[src/hw/rtl/idnr_pkg.sv]
// idnr_pkg: shared types and constants for the int8 dense neuron requantize block
// used by idnr_front, idnr_fifo, idnr_back and int8_dense_neuron_requantize
`timescale 1ns / 1ps

package idnr_pkg;

  localparam int unsigned IdnrFifoDepth = 2;
  localparam int unsigned AccW          = 32;
  localparam int unsigned CfgIdxW       = 2;

  localparam logic [CfgIdxW-1:0] REG_MULT  = 2'd0;
  localparam logic [CfgIdxW-1:0] REG_SHIFT = 2'd1;
  localparam logic [CfgIdxW-1:0] REG_LOW   = 2'd2;
  localparam logic [CfgIdxW-1:0] REG_HIGH  = 2'd3;

  localparam logic signed [31:0] MULT_RESET  = 32'sh4000_0000;
  localparam logic signed [5:0]  SHIFT_RESET = -6'sd11;
  localparam logic signed [7:0]  LOW_RESET   = 8'sd0;
  localparam logic signed [7:0]  HIGH_RESET  = 8'sd127;

  localparam logic signed [31:0] WORD_MIN = 32'sh8000_0000;
  localparam logic signed [31:0] WORD_MAX = 32'sh7fff_ffff;

  typedef struct packed {
    logic signed [31:0] mult;
    logic signed [5:0]  shift;
    logic signed [7:0]  low;
    logic signed [7:0]  high;
  } cfg_t;

  typedef struct packed {
    logic full;
    logic empty;
  } fifo_stat_t;

  typedef struct packed {
    logic idle;
    logic pop;
  } back_stat_t;

endpackage

[src/hw/rtl/int8_dense_neuron_requantize.sv]
// int8_dense_neuron_requantize: top level, config registers and the front/queue/back split
// depends on idnr_pkg, idnr_front, idnr_fifo, idnr_back
//
// channel  direction  handshake               payload
// in       input      in_valid_i / in_stall_o  activation_i weight_i bias_i first_i last_i
// out      output     out_valid_o / out_stall_i neuron_out_o
// cfg      input      cfg_we_i                cfg_idx_i cfg_data_i
//
// one multiply-accumulate per cycle: an item is taken every cycle while the queue has room
// each neuron sum passes in turn through the requantize sequencer's shift, multiply,
// rounding, divide, rounding-shift and clamp steps; the queue holds FifoDepth sums
// in_stall_o rises only when the queue is full; out_stall_i holds the result register
// and the sequencer waits in its clamp step until that register is free
// reset clears the accumulator, queue pointers, sequencer state and config to defaults
`timescale 1ns / 1ps

module int8_dense_neuron_requantize
  import idnr_pkg::*;
#(
  parameter int unsigned FifoDepth = IdnrFifoDepth
) (
  input  logic                   clk_i,
  input  logic                   rst_ni,
  input  logic                   in_valid_i,
  output logic                   in_stall_o,
  input  logic signed [7:0]      activation_i,
  input  logic signed [7:0]      weight_i,
  input  logic signed [AccW-1:0] bias_i,
  input  logic                   first_i,
  input  logic                   last_i,
  output logic                   out_valid_o,
  input  logic                   out_stall_i,
  output logic signed [7:0]      neuron_out_o,
  input  logic                   cfg_we_i,
  input  logic [CfgIdxW-1:0]     cfg_idx_i,
  input  logic [31:0]            cfg_data_i
);

  cfg_t            cfg_q;
  fifo_stat_t      fifo_stat;
  back_stat_t      bk_stat;
  logic            push;
  logic [AccW-1:0] push_data;
  logic [AccW-1:0] pop_data;

  always_ff @(posedge clk_i or negedge rst_ni) begin
    if (!rst_ni) begin
      cfg_q.mult  <= MULT_RESET;
      cfg_q.shift <= SHIFT_RESET;
      cfg_q.low   <= LOW_RESET;
      cfg_q.high  <= HIGH_RESET;
    end else if (cfg_we_i) begin
      case (cfg_idx_i)
        REG_MULT:  cfg_q.mult  <= cfg_data_i;
        REG_SHIFT: cfg_q.shift <= cfg_data_i[5:0];
        REG_LOW:   cfg_q.low   <= cfg_data_i[7:0];
        REG_HIGH:  cfg_q.high  <= cfg_data_i[7:0];
        default: begin
        end
      endcase
    end
  end

  idnr_front u_front (
    .clk_i        (clk_i),
    .rst_ni       (rst_ni),
    .in_valid_i   (in_valid_i),
    .in_stall_o   (in_stall_o),
    .activation_i (activation_i),
    .weight_i     (weight_i),
    .bias_i       (bias_i),
    .first_i      (first_i),
    .last_i       (last_i),
    .fifo_stat_i  (fifo_stat),
    .push_o       (push),
    .push_data_o  (push_data)
  );

  idnr_fifo #(
    .Depth (FifoDepth),
    .Width (AccW)
  ) u_fifo (
    .clk_i       (clk_i),
    .rst_ni      (rst_ni),
    .push_i      (push),
    .push_data_i (push_data),
    .pop_i       (bk_stat.pop),
    .pop_data_o  (pop_data),
    .stat_o      (fifo_stat)
  );

  idnr_back u_back (
    .clk_i        (clk_i),
    .rst_ni       (rst_ni),
    .cfg_i        (cfg_q),
    .fifo_stat_i  (fifo_stat),
    .pop_data_i   (pop_data),
    .stat_o       (bk_stat),
    .out_valid_o  (out_valid_o),
    .out_stall_i  (out_stall_i),
    .neuron_out_o (neuron_out_o)
  );

  // a last transfer always leaves a sum waiting in the queue
  a_last_queued: assert property (@(posedge clk_i) disable iff (!rst_ni)
    (in_valid_i && !in_stall_o && last_i) |=> !fifo_stat.empty)
    else $error("last transfer did not reach the queue");

  // the sequencer picks up a waiting sum right away
  a_back_starts: assert property (@(posedge clk_i) disable iff (!rst_ni)
    (bk_stat.idle && !fifo_stat.empty) |=> !bk_stat.idle)
    else $error("sequencer did not start on a queued sum");

  // a new result comes only from a running sequence
  a_out_source: assert property (@(posedge clk_i) disable iff (!rst_ni)
    $rose(out_valid_o) |-> $past(!bk_stat.idle))
    else $error("result appeared without a requantize sequence");

  // no pop from an empty queue
  a_no_pop_empty: assert property (@(posedge clk_i) disable iff (!rst_ni)
    bk_stat.pop |-> !fifo_stat.empty)
    else $error("pop from empty queue");

endmodule

[src/hw/rtl/idnr_front.sv]
// idnr_front: accepts input transfers and runs the multiply-accumulate
// depends on idnr_pkg; pushes finished neuron sums into idnr_fifo
`timescale 1ns / 1ps

module idnr_front
  import idnr_pkg::*;
(
  input  logic                   clk_i,
  input  logic                   rst_ni,
  input  logic                   in_valid_i,
  output logic                   in_stall_o,
  input  logic signed [7:0]      activation_i,
  input  logic signed [7:0]      weight_i,
  input  logic signed [AccW-1:0] bias_i,
  input  logic                   first_i,
  input  logic                   last_i,
  input  fifo_stat_t             fifo_stat_i,
  output logic                   push_o,
  output logic [AccW-1:0]        push_data_o
);

  logic [AccW-1:0]    acc_q, acc_d;
  logic signed [15:0] prod;
  logic               accept;

  assign accept     = in_valid_i && !fifo_stat_i.full;
  assign in_stall_o = fifo_stat_i.full;
  assign prod       = activation_i * weight_i;

  always_comb begin
    acc_d = (first_i ? bias_i : acc_q) + {{(AccW-16){prod[15]}}, prod};
  end

  assign push_o      = accept && last_i;
  assign push_data_o = acc_d;

  always_ff @(posedge clk_i or negedge rst_ni) begin
    if (!rst_ni) begin
      acc_q <= '0;
    end else if (accept) begin
      acc_q <= acc_d;
    end
  end

endmodule

[src/hw/rtl/idnr_fifo.sv]
// idnr_fifo: short queue of neuron sums between front and back
// depends on idnr_pkg for the status struct
`timescale 1ns / 1ps

module idnr_fifo
  import idnr_pkg::*;
#(
  parameter int unsigned Depth = IdnrFifoDepth,
  parameter int unsigned Width = AccW
) (
  input  logic             clk_i,
  input  logic             rst_ni,
  input  logic             push_i,
  input  logic [Width-1:0] push_data_i,
  input  logic             pop_i,
  output logic [Width-1:0] pop_data_o,
  output fifo_stat_t       stat_o
);

  localparam int unsigned PtrW = (Depth > 1) ? $clog2(Depth) : 1;
  localparam int unsigned CntW = $clog2(Depth + 1);
  localparam logic [PtrW-1:0] LastPtr = PtrW'(Depth - 1);
  localparam logic [CntW-1:0] FullCnt = CntW'(Depth);

  logic [Width-1:0] mem_q [Depth];
  logic [PtrW-1:0]  wr_ptr_q, rd_ptr_q;
  logic [CntW-1:0]  cnt_q;

  assign stat_o.full  = (cnt_q == FullCnt);
  assign stat_o.empty = (cnt_q == '0);
  assign pop_data_o   = mem_q[rd_ptr_q];

  always_ff @(posedge clk_i) begin
    if (push_i) begin
      mem_q[wr_ptr_q] <= push_data_i;
    end
  end

  always_ff @(posedge clk_i or negedge rst_ni) begin
    if (!rst_ni) begin
      wr_ptr_q <= '0;
      rd_ptr_q <= '0;
      cnt_q    <= '0;
    end else begin
      if (push_i) begin
        wr_ptr_q <= (wr_ptr_q == LastPtr) ? '0 : wr_ptr_q + 1'b1;
      end
      if (pop_i) begin
        rd_ptr_q <= (rd_ptr_q == LastPtr) ? '0 : rd_ptr_q + 1'b1;
      end
      if (push_i && !pop_i) begin
        cnt_q <= cnt_q + 1'b1;
      end else if (pop_i && !push_i) begin
        cnt_q <= cnt_q - 1'b1;
      end
    end
  end

endmodule

[src/hw/rtl/idnr_back.sv]
// idnr_back: requantize sequencer (shift, high multiply, rounding shift, clamp)
// depends on idnr_pkg; pops sums from idnr_fifo and holds the output register
`timescale 1ns / 1ps

module idnr_back
  import idnr_pkg::*;
(
  input  logic                  clk_i,
  input  logic                  rst_ni,
  input  cfg_t                  cfg_i,
  input  fifo_stat_t            fifo_stat_i,
  input  logic [AccW-1:0]       pop_data_i,
  output back_stat_t            stat_o,
  output logic                  out_valid_o,
  input  logic                  out_stall_i,
  output logic signed [7:0]     neuron_out_o
);

  localparam logic [2:0] ST_IDLE = 3'd0;
  localparam logic [2:0] ST_MUL  = 3'd1;
  localparam logic [2:0] ST_RND  = 3'd2;
  localparam logic [2:0] ST_DIV  = 3'd3;
  localparam logic [2:0] ST_SHR  = 3'd4;
  localparam logic [2:0] ST_OUT  = 3'd5;

  logic [2:0] state_q, state_d;

  logic signed [31:0] x_q, x_d;
  logic signed [63:0] p_q, p_d;
  logic signed [63:0] r_q, r_d;
  logic               sat_q, sat_d;
  logic signed [31:0] hm_q, hm_d;
  logic signed [32:0] fl_q, fl_d;
  logic [32:0]        rem_q, rem_d;
  logic [32:0]        thr_q, thr_d;
  logic               out_valid_q, out_valid_d;
  logic signed [7:0]  out_q, out_d;

  logic               sh_pos;
  logic [4:0]         ls;
  logic [5:0]         rs;
  logic signed [32:0] qs;
  logic               corr;
  logic signed [32:0] hm_ext;
  logic [32:0]        mask;
  logic signed [32:0] v;
  logic signed [32:0] lo_ext, hi_ext;
  logic               pop;
  logic               out_free;

  assign sh_pos   = !cfg_i.shift[5] && (cfg_i.shift != '0);
  assign ls       = sh_pos ? cfg_i.shift[4:0] : 5'd0;
  assign rs       = sh_pos ? 6'd0 : (6'd0 - cfg_i.shift);
  assign pop      = (state_q == ST_IDLE) && !fifo_stat_i.empty;
  assign out_free = !out_valid_q || !out_stall_i;

  assign qs     = r_q[63:31];
  assign corr   = r_q[63] && (r_q[30:0] != '0);
  assign hm_ext = {hm_q[31], hm_q};
  assign mask   = (33'd1 << rs) - 33'd1;
  assign v      = fl_q + ((rem_q > thr_q) ? 33'sd1 : 33'sd0);
  assign lo_ext = {{25{cfg_i.low[7]}}, cfg_i.low};
  assign hi_ext = {{25{cfg_i.high[7]}}, cfg_i.high};

  always_comb begin
    state_d     = state_q;
    x_d         = x_q;
    p_d         = p_q;
    r_d         = r_q;
    sat_d       = sat_q;
    hm_d        = hm_q;
    fl_d        = fl_q;
    rem_d       = rem_q;
    thr_d       = thr_q;
    out_d       = out_q;
    out_valid_d = out_valid_q && out_stall_i;
    case (state_q)
      ST_IDLE: begin
        if (pop) begin
          x_d     = pop_data_i << ls;
          state_d = ST_MUL;
        end
      end
      ST_MUL: begin
        p_d     = x_q * cfg_i.mult;
        sat_d   = (x_q == WORD_MIN) && (cfg_i.mult == WORD_MIN);
        state_d = ST_RND;
      end
      ST_RND: begin
        r_d     = p_q + (p_q[63] ? (64'sd1 - 64'sh4000_0000) : 64'sh4000_0000);
        state_d = ST_DIV;
      end
      ST_DIV: begin
        hm_d    = sat_q ? WORD_MAX : (qs[31:0] + {31'd0, corr});
        state_d = ST_SHR;
      end
      ST_SHR: begin
        fl_d    = hm_ext >>> rs;
        rem_d   = {1'b0, hm_q} & mask;
        thr_d   = (mask >> 1) + {32'd0, hm_q[31]};
        state_d = ST_OUT;
      end
      ST_OUT: begin
        if (out_free) begin
          if (v < lo_ext) begin
            out_d = cfg_i.low;
          end else if (v > hi_ext) begin
            out_d = cfg_i.high;
          end else begin
            out_d = v[7:0];
          end
          out_valid_d = 1'b1;
          state_d     = ST_IDLE;
        end
      end
      default: begin
        state_d = ST_IDLE;
      end
    endcase
  end

  always_ff @(posedge clk_i) begin
    x_q   <= x_d;
    p_q   <= p_d;
    r_q   <= r_d;
    sat_q <= sat_d;
    hm_q  <= hm_d;
    fl_q  <= fl_d;
    rem_q <= rem_d;
    thr_q <= thr_d;
    out_q <= out_d;
  end

  always_ff @(posedge clk_i or negedge rst_ni) begin
    if (!rst_ni) begin
      state_q     <= ST_IDLE;
      out_valid_q <= 1'b0;
    end else begin
      state_q     <= state_d;
      out_valid_q <= out_valid_d;
    end
  end

  assign stat_o.idle  = (state_q == ST_IDLE);
  assign stat_o.pop   = pop;
  assign out_valid_o  = out_valid_q;
  assign neuron_out_o = out_q;

endmodule
[config.mk]
export PLATFORM = sky130hd
export DESIGN_NAME = int8_dense_neuron_requantize
export DESIGN_NICKNAME = d
export VERILOG_FILES = /design/src/hw/rtl/idnr_pkg.sv /design/src/hw/rtl/int8_dense_neuron_requantize.sv /design/src/hw/rtl/idnr_front.sv /design/src/hw/rtl/idnr_fifo.sv /design/src/hw/rtl/idnr_back.sv
export SDC_FILE = /design/constraint.sdc
export NUM_CORES = 2
export LEC_CHECK = 0
export ABC_AREA = 1
export ABC_CLOCK_PERIOD_IN_PS = 12900
export BUFFER_PORTS_ARGS = -buffer_cell sky130_fd_sc_hd__buf_2
export CAP_MARGIN = 20
export CORE_MARGIN = 4
export CORE_UTILIZATION = 50
export CTS_CLUSTER_DIAMETER = 150
export DETAILED_ROUTE_END_ITERATION = 8
export PLACE_DENSITY = 0.66
export SLEW_MARGIN = 5
export SYNTH_ARGS = -nofsm -noshare
export SYNTH_HDL_FRONTEND = slang
export SYNTH_HIERARCHICAL = 1
export SYNTH_SLANG_ARGS = --single-unit
[constraint.sdc]
create_clock -name clk_i -period 12.9 [get_ports clk_i]
set_clock_uncertainty 0.2 [all_clocks]
set_input_delay 1.29 -clock clk_i [delete_from_list [all_inputs] [get_ports clk_i]]
set_output_delay 1.29 -clock clk_i [all_outputs]
set_load 0.05 [all_outputs]
After elaboration in Yosys (flattened, before gate mapping)
Memories as Yosys holds them, arrays and structs flattened.
Cells that the tools add are included.
Cells by class
  add/subtract/negate cells: 11
  shift operators: 3
  equality and inequality tests: 13
  multiplexer cells: 18
  order comparisons: 3
  multiply operators: 2
  reduce and logical (&&, ||, !) cells: 30
  bitwise gates (word level): 1
Operator list (number)
  64-bit adder: 1
  32-bit equality test (second input constant): 2
  32-bit by 32-bit multiplier with 64-bit output: 1
  64-bit 2-to-1 mux: 1
  32-bit by 1-bit adder with 33-bit output: 1
  33-bit adder: 1
  32-bit by 33-bit AND with 33-bit output: 1
  33-bit greater-than comparator: 1
  33-bit by 8-bit greater-than comparator with 1-bit output: 1
  33-bit by 8-bit < comparator with 1-bit output: 1
  1-bit by 6-bit left shift with 33-bit output (first input constant): 1
  32-bit by 6-bit >>> shifter with 33-bit output: 1
  33-bit by 1-bit subtractor with 33-bit output (second input constant): 1
  32-bit by 1-bit adder with 32-bit output: 1
  32-bit adder: 1
  32-bit 2-to-1 mux: 1
  32-bit by 5-bit left shift with 32-bit output: 1
  31-bit nonzero test: 1
  3-bit case mux with 6 select lines: 1
  8-bit by 8-bit multiplier with 16-bit output: 1
  8-bit 2-to-1 mux: 2
  2-bit AND reduction: 7
  1-bit logical AND: 9
  1-bit logical NOT: 7
  other kinds (20): 35
Word-level totals
  memories: 1
  bits in writable memories: 64
  bits of input ports: 89
  word-level logic and storage cells: 101
  register bits after elaboration: 394
Memories
  u_fifo.mem_q: depth 2, width 32, rd ports 1, clocked after memory_dff 0, wr ports 1, line idnr_fifo.sv:25  | logic [Width-1:0] mem_q [Depth];

Logic depth before layout (Yosys ltp)
  depth after elaboration: 8
  mapped depth: 46

Hierarchy
The synthesis kept the hierarchy.
Modules (own cells, without submodules)
  idnr_back: instances 1, area each 58936.5 um^2, cells an instance 7270
  idnr_front: instances 1, area each 6219.7 um^2, cells an instance 934
  idnr_fifo: instances 1, area each 2668.8 um^2, cells an instance 125
  int8_dense_neuron_requantize: instances 1, area each 2193.4 um^2, cells an instance 239

Worst setup path before layout
Ideal clock, no wire load.
  kind: register -> register
  start point: register u_back.state_q[0]
  end point: register u_back.state_q[2]
  path slack: 4.834 ns
  cell stages (with the launch flop): 3
  arrival: 7.763 ns
  path buffers: 0
  path through: dfrtp_1 nor3_1 or3b_2
On the way
  longest elaborated chain between the ends: 4
  elaborated cells between the ends (all ways): 11
  those cells by class: eq/ne (7); mux (1); reduce/logical (3)
RTL lines
  start: declaration: line idnr_back.sv:26  | logic [2:0] state_q, state_d;
  start signal: assignment: line idnr_back.sv:139  | state_q <= state_d;
  3-bit logical NOT: line idnr_back.sv:54, idnr_back.sv:77
  1-bit logical AND: line idnr_back.sv:54  | assign pop = (state_q == ST_IDLE) && !fifo_stat_i.empty;
  2-bit by 1-bit inequality test with 1-bit output (no line)
  2-bit AND reduction (no line)
Several ways; a longest one is shown, not always the timed one.
A chain may end at the register's enable or synchronous reset.

Final worst setup path
  start point: register cfg_q[27] (netlist bit)
  end point: register u_back.p_q[60], data pin
On the way
  longest elaborated chain between the ends: 1
RTL lines
  start: declaration: line int8_dense_neuron_requantize.sv:39  | cfg_t cfg_q;
  32-bit by 32-bit multiplier with 64-bit output: line idnr_back.sv:85  | p_d = x_q * cfg_i.mult;
  end signal: assignment: line idnr_back.sv:124  | p_q <= p_d;
  end: declaration: line idnr_back.sv:29  | logic signed [63:0] p_q, p_d;
Every way passes these cells.

==> results.ini <==
[clocking]
clk_path_buf_depth=3
cts_tree=yes
cts_hold_buffers=0
htree_levels=2
postCtsSetupBuffers=0
clkSinkCount=456
path_clk_slew_ns=0.06
cts_buffers=52
ctsResizeCount=0
clk_latency_ns=0.67
cts_root_buf=clkbuf_16

[routing]
m1WireLength_mm=81.34
vias_per_cell=5.271
wl_met3_mm=13.61
dr.pass1.iters=6
ant_nets=0
dr_wl_met2_mm=92.57
num_vias=54590
routed_wl_mm=194.9
drt_iter0_drc=4501
top_layer_used=met4
drc=0
wl_per_cell_um=18.82

[critical_path]
crit_fanout=34
worstPathRequired_ns=13.08
cp.arrival_ns=8.69
worstSetupEndpointType=flip-flop
timing.critical_path.buf_inv=8
cp_slowest_cell=fa_1
cp_top_family=adder cells
cp_slowest_stage_delay_ns=0.88
critPathLaunchType=flip-flop
worstSetupPathType=flip-flop to flip-flop
cpMostUsedCell=fa_1

[die]
ios=99
initial_core_util_pct=50.24
fp.dieW_um=382.2
die_h_um=382.2
core_area_um2=139400
dieArea_um2=146100
row_count=137

[sta]
drv_slew=0
hold_violations=0
grt_setup_unrepaired=no
setup_violations=0
min_period_over_period_pct=65.93
clock.fmax_mhz=117.6
period_minus_slack_ns=8.505
setup_tns_ns=0
maxSlewHeadroom_pct=35.32
worstMarginPinSlew_ns=0.9600

[global_route]
grt_max_degree=66
grt_first_pass_wirelength_mm=312.6
grt_usage_pct=27.06
grt_overflow=0
first_global_vias=56940
antenna_found_initial=1

[placement]
gp_congestion=0.9505
port_buffers=98
dp.cells=10260
dpl.hpwl_mm=153.2
dpl_cell_area_um2=72010

[outcome]
outcome=finished clean

[cells_and_area]
areaGrowthSynthToFinish_pct=5.659
final.fill_count=13140
final_util_pct=53.09
nets=10040
fin_area_um2=73980
drive_gt1_share_pct=5.637
fin_cells=10360

[yosys]
synthDistinctLibCells=69
synthCells=8568
synth-seq-area-share_pct=18.91
synth_nets=10170
yosysWarningCount=6
netlist_area_um2=70020
synth_enable_flop_cells=362
ys.flop_type=edfxtp_1
syn_avg_cell_area_um2=8.172
ys_seq_elements=456
async_reset_ff_share_pct=20.61

[min_path]
min_path_type=flip-flop to flip-flop

[job]
max_cap_violations=0

[metrics by stage]
| stage | setup WS [ns] | hold slack, ns |
|---|---|---|
| after floorplan | 4.834 | 0.2400 |
| after global placement | 4.455 | 0.2555 |
| after detailed placement | 4.387 | 0.2605 |
| after CTS | 4.393 | 0.2717 |
| after global routing | 3.942 | 0.2915 |
| final | 4.395 | 0.2692 |
[path summary, 6_finish.rpt]
kind | start | to | slack, ns | depth (start not counted)
worst min-delay path | cfg_q[1]$_DFFE_PN1P_ | cfg_q[1]$_DFFE_PN1P_ | 0.27 | 2
worst max register to register | cfg_q[27]$_DFFE_PN0P_ | u_back/p_q[60]$_DFFE_PP_ | 4.39 | 25
max in group asynchronous | rst_ni | u_fifo/rd_ptr_q$_DFFE_PN0P_ | 10.73 | 2
worst max-delay path | cfg_q[27]$_DFFE_PN0P_ | u_back/p_q[60]$_DFFE_PP_ | 4.39 | 25
min in group asynchronous | rst_ni | u_front/acc_q[15]$_DFFE_PN0P_ | 0.39 | 1
worst min register to register | cfg_q[1]$_DFFE_PN1P_ | cfg_q[1]$_DFFE_PN1P_ | 0.27 | 2
[worst register-to-register path: cells and delay by family, from the launching register on]
kind,cells,cell delay (ns)
flip-flops,1,0.32
adder cells (fa/ha/maj),9,4.68
AND/OR/NAND/NOR,2,0.29
XOR/XNOR,1,0.19
buffers and inverters,8,1.51
AO/OA/AOI/OAI,5,1.07
[cells by family after synthesis]
family	share of synthesized area [%]
flip-flops	18.91
adder cells (fa/ha/maj)	39.31
XOR/XNOR	2.763
AO/OA/AOI/OAI	6.113
multiplexers	0.9614
AND/OR/NAND/NOR	18.32
buffers and inverters	13.63
[state kept, by name, summed over array words and instances, names as in the netlist]
name / cells
u_fifo/rd_ptr_q: 1
u_back/fl_q: 32
u_front/acc_q: 32
u_back/hm_q: 32
u_fifo/cnt_q: 2
u_back/x_q: 32
u_back/r_q: 64
u_fifo/wr_ptr_q: 1
u_back/rem_q: 32
cfg_q: 54
u_back/neuron_out_o: 8
u_back/p_q: 64
u_back/sat_q: 1
u_back/thr_q: 33
u_back/state_q: 3
u_back/out_valid_o: 1
u_fifo/mem_q: 64
[cell usage in the layout, fill, tap and decap left out, types with 146 or more instances in the layout]
| master | Yosys | final |
|---|---|---|
| o21ai_0 | 359 | 359 |
| a21oi_1 | 226 | 226 |
| nand3_1 | 220 | 220 |
| xor2_1 | 146 | 146 |
| inv_1 | 2113 | 2113 |
| nand2_1 | 2063 | 2062 |
| fa_1 | 1138 | 1138 |
| ha_1 | 379 | 379 |
| nor2_1 | 416 | 407 |
| edfxtp_1 | 362 | 362 |
[cell usage after synthesis, types with 17 or more instances]
| cell type | count | area share [%] |
|---|---|---|
| inv_1 | 2113 | 11 |
| a31oi_1 | 39 | 0.35 |
| buf_2 | 30 | 0.21 |
| o21ai_0 | 359 | 2.6 |
| nand2_2 | 28 | 0.25 |
| nor3_1 | 59 | 0.42 |
| o211ai_1 | 34 | 0.36 |
| clkbuf_1 | 324 | 1.7 |
| nand3b_1 | 19 | 0.20 |
| a21oi_1 | 226 | 1.6 |
| fa_1 | 1138 | 33 |
| ha_1 | 379 | 6.8 |
| edfxtp_1 | 362 | 16 |
| nor4_1 | 42 | 0.38 |
| xnor2_1 | 73 | 0.91 |
| nand4_1 | 94 | 0.84 |
| dfrtp_1 | 82 | 2.9 |
| xor2_1 | 146 | 1.8 |
| nor2_1 | 416 | 2.2 |
| nand2_1 | 2063 | 11 |
| a21o_1 | 27 | 0.29 |
| nor2_2 | 28 | 0.25 |
| mux2i_1 | 17 | 0.24 |
| or2_2 | 18 | 0.16 |
| nand3_1 | 220 | 1.6 |
| mux2_4 | 29 | 0.62 |
[per-layer routing]
layer / vias up / global-route usage (%)
li1: 25440 / -
met1: 26860 / 36.19
met2: 1934 / 45.30
met3: 355 / 4.231
met4: 0 / 8.886
met5: - / 0
[layout make-up]
class	instances	area, um^2	share of cell area [%]
Clock buffer	57	1324	1.789
Antenna cell	1	2.502	0.003382
Clock inverter	40	611.8	0.8270
Timing Repair Buffer	189	1190	1.608
Inverter	2124	7975	10.78
Tap cell	1876	2347	3.173
Multi-Input combinational cell	5613	47290	63.92
Sequential cell	456	13240	17.90
Power is not shown: default switching activity piles up to over one toggle a cycle in this logic, so the estimate is an artifact.
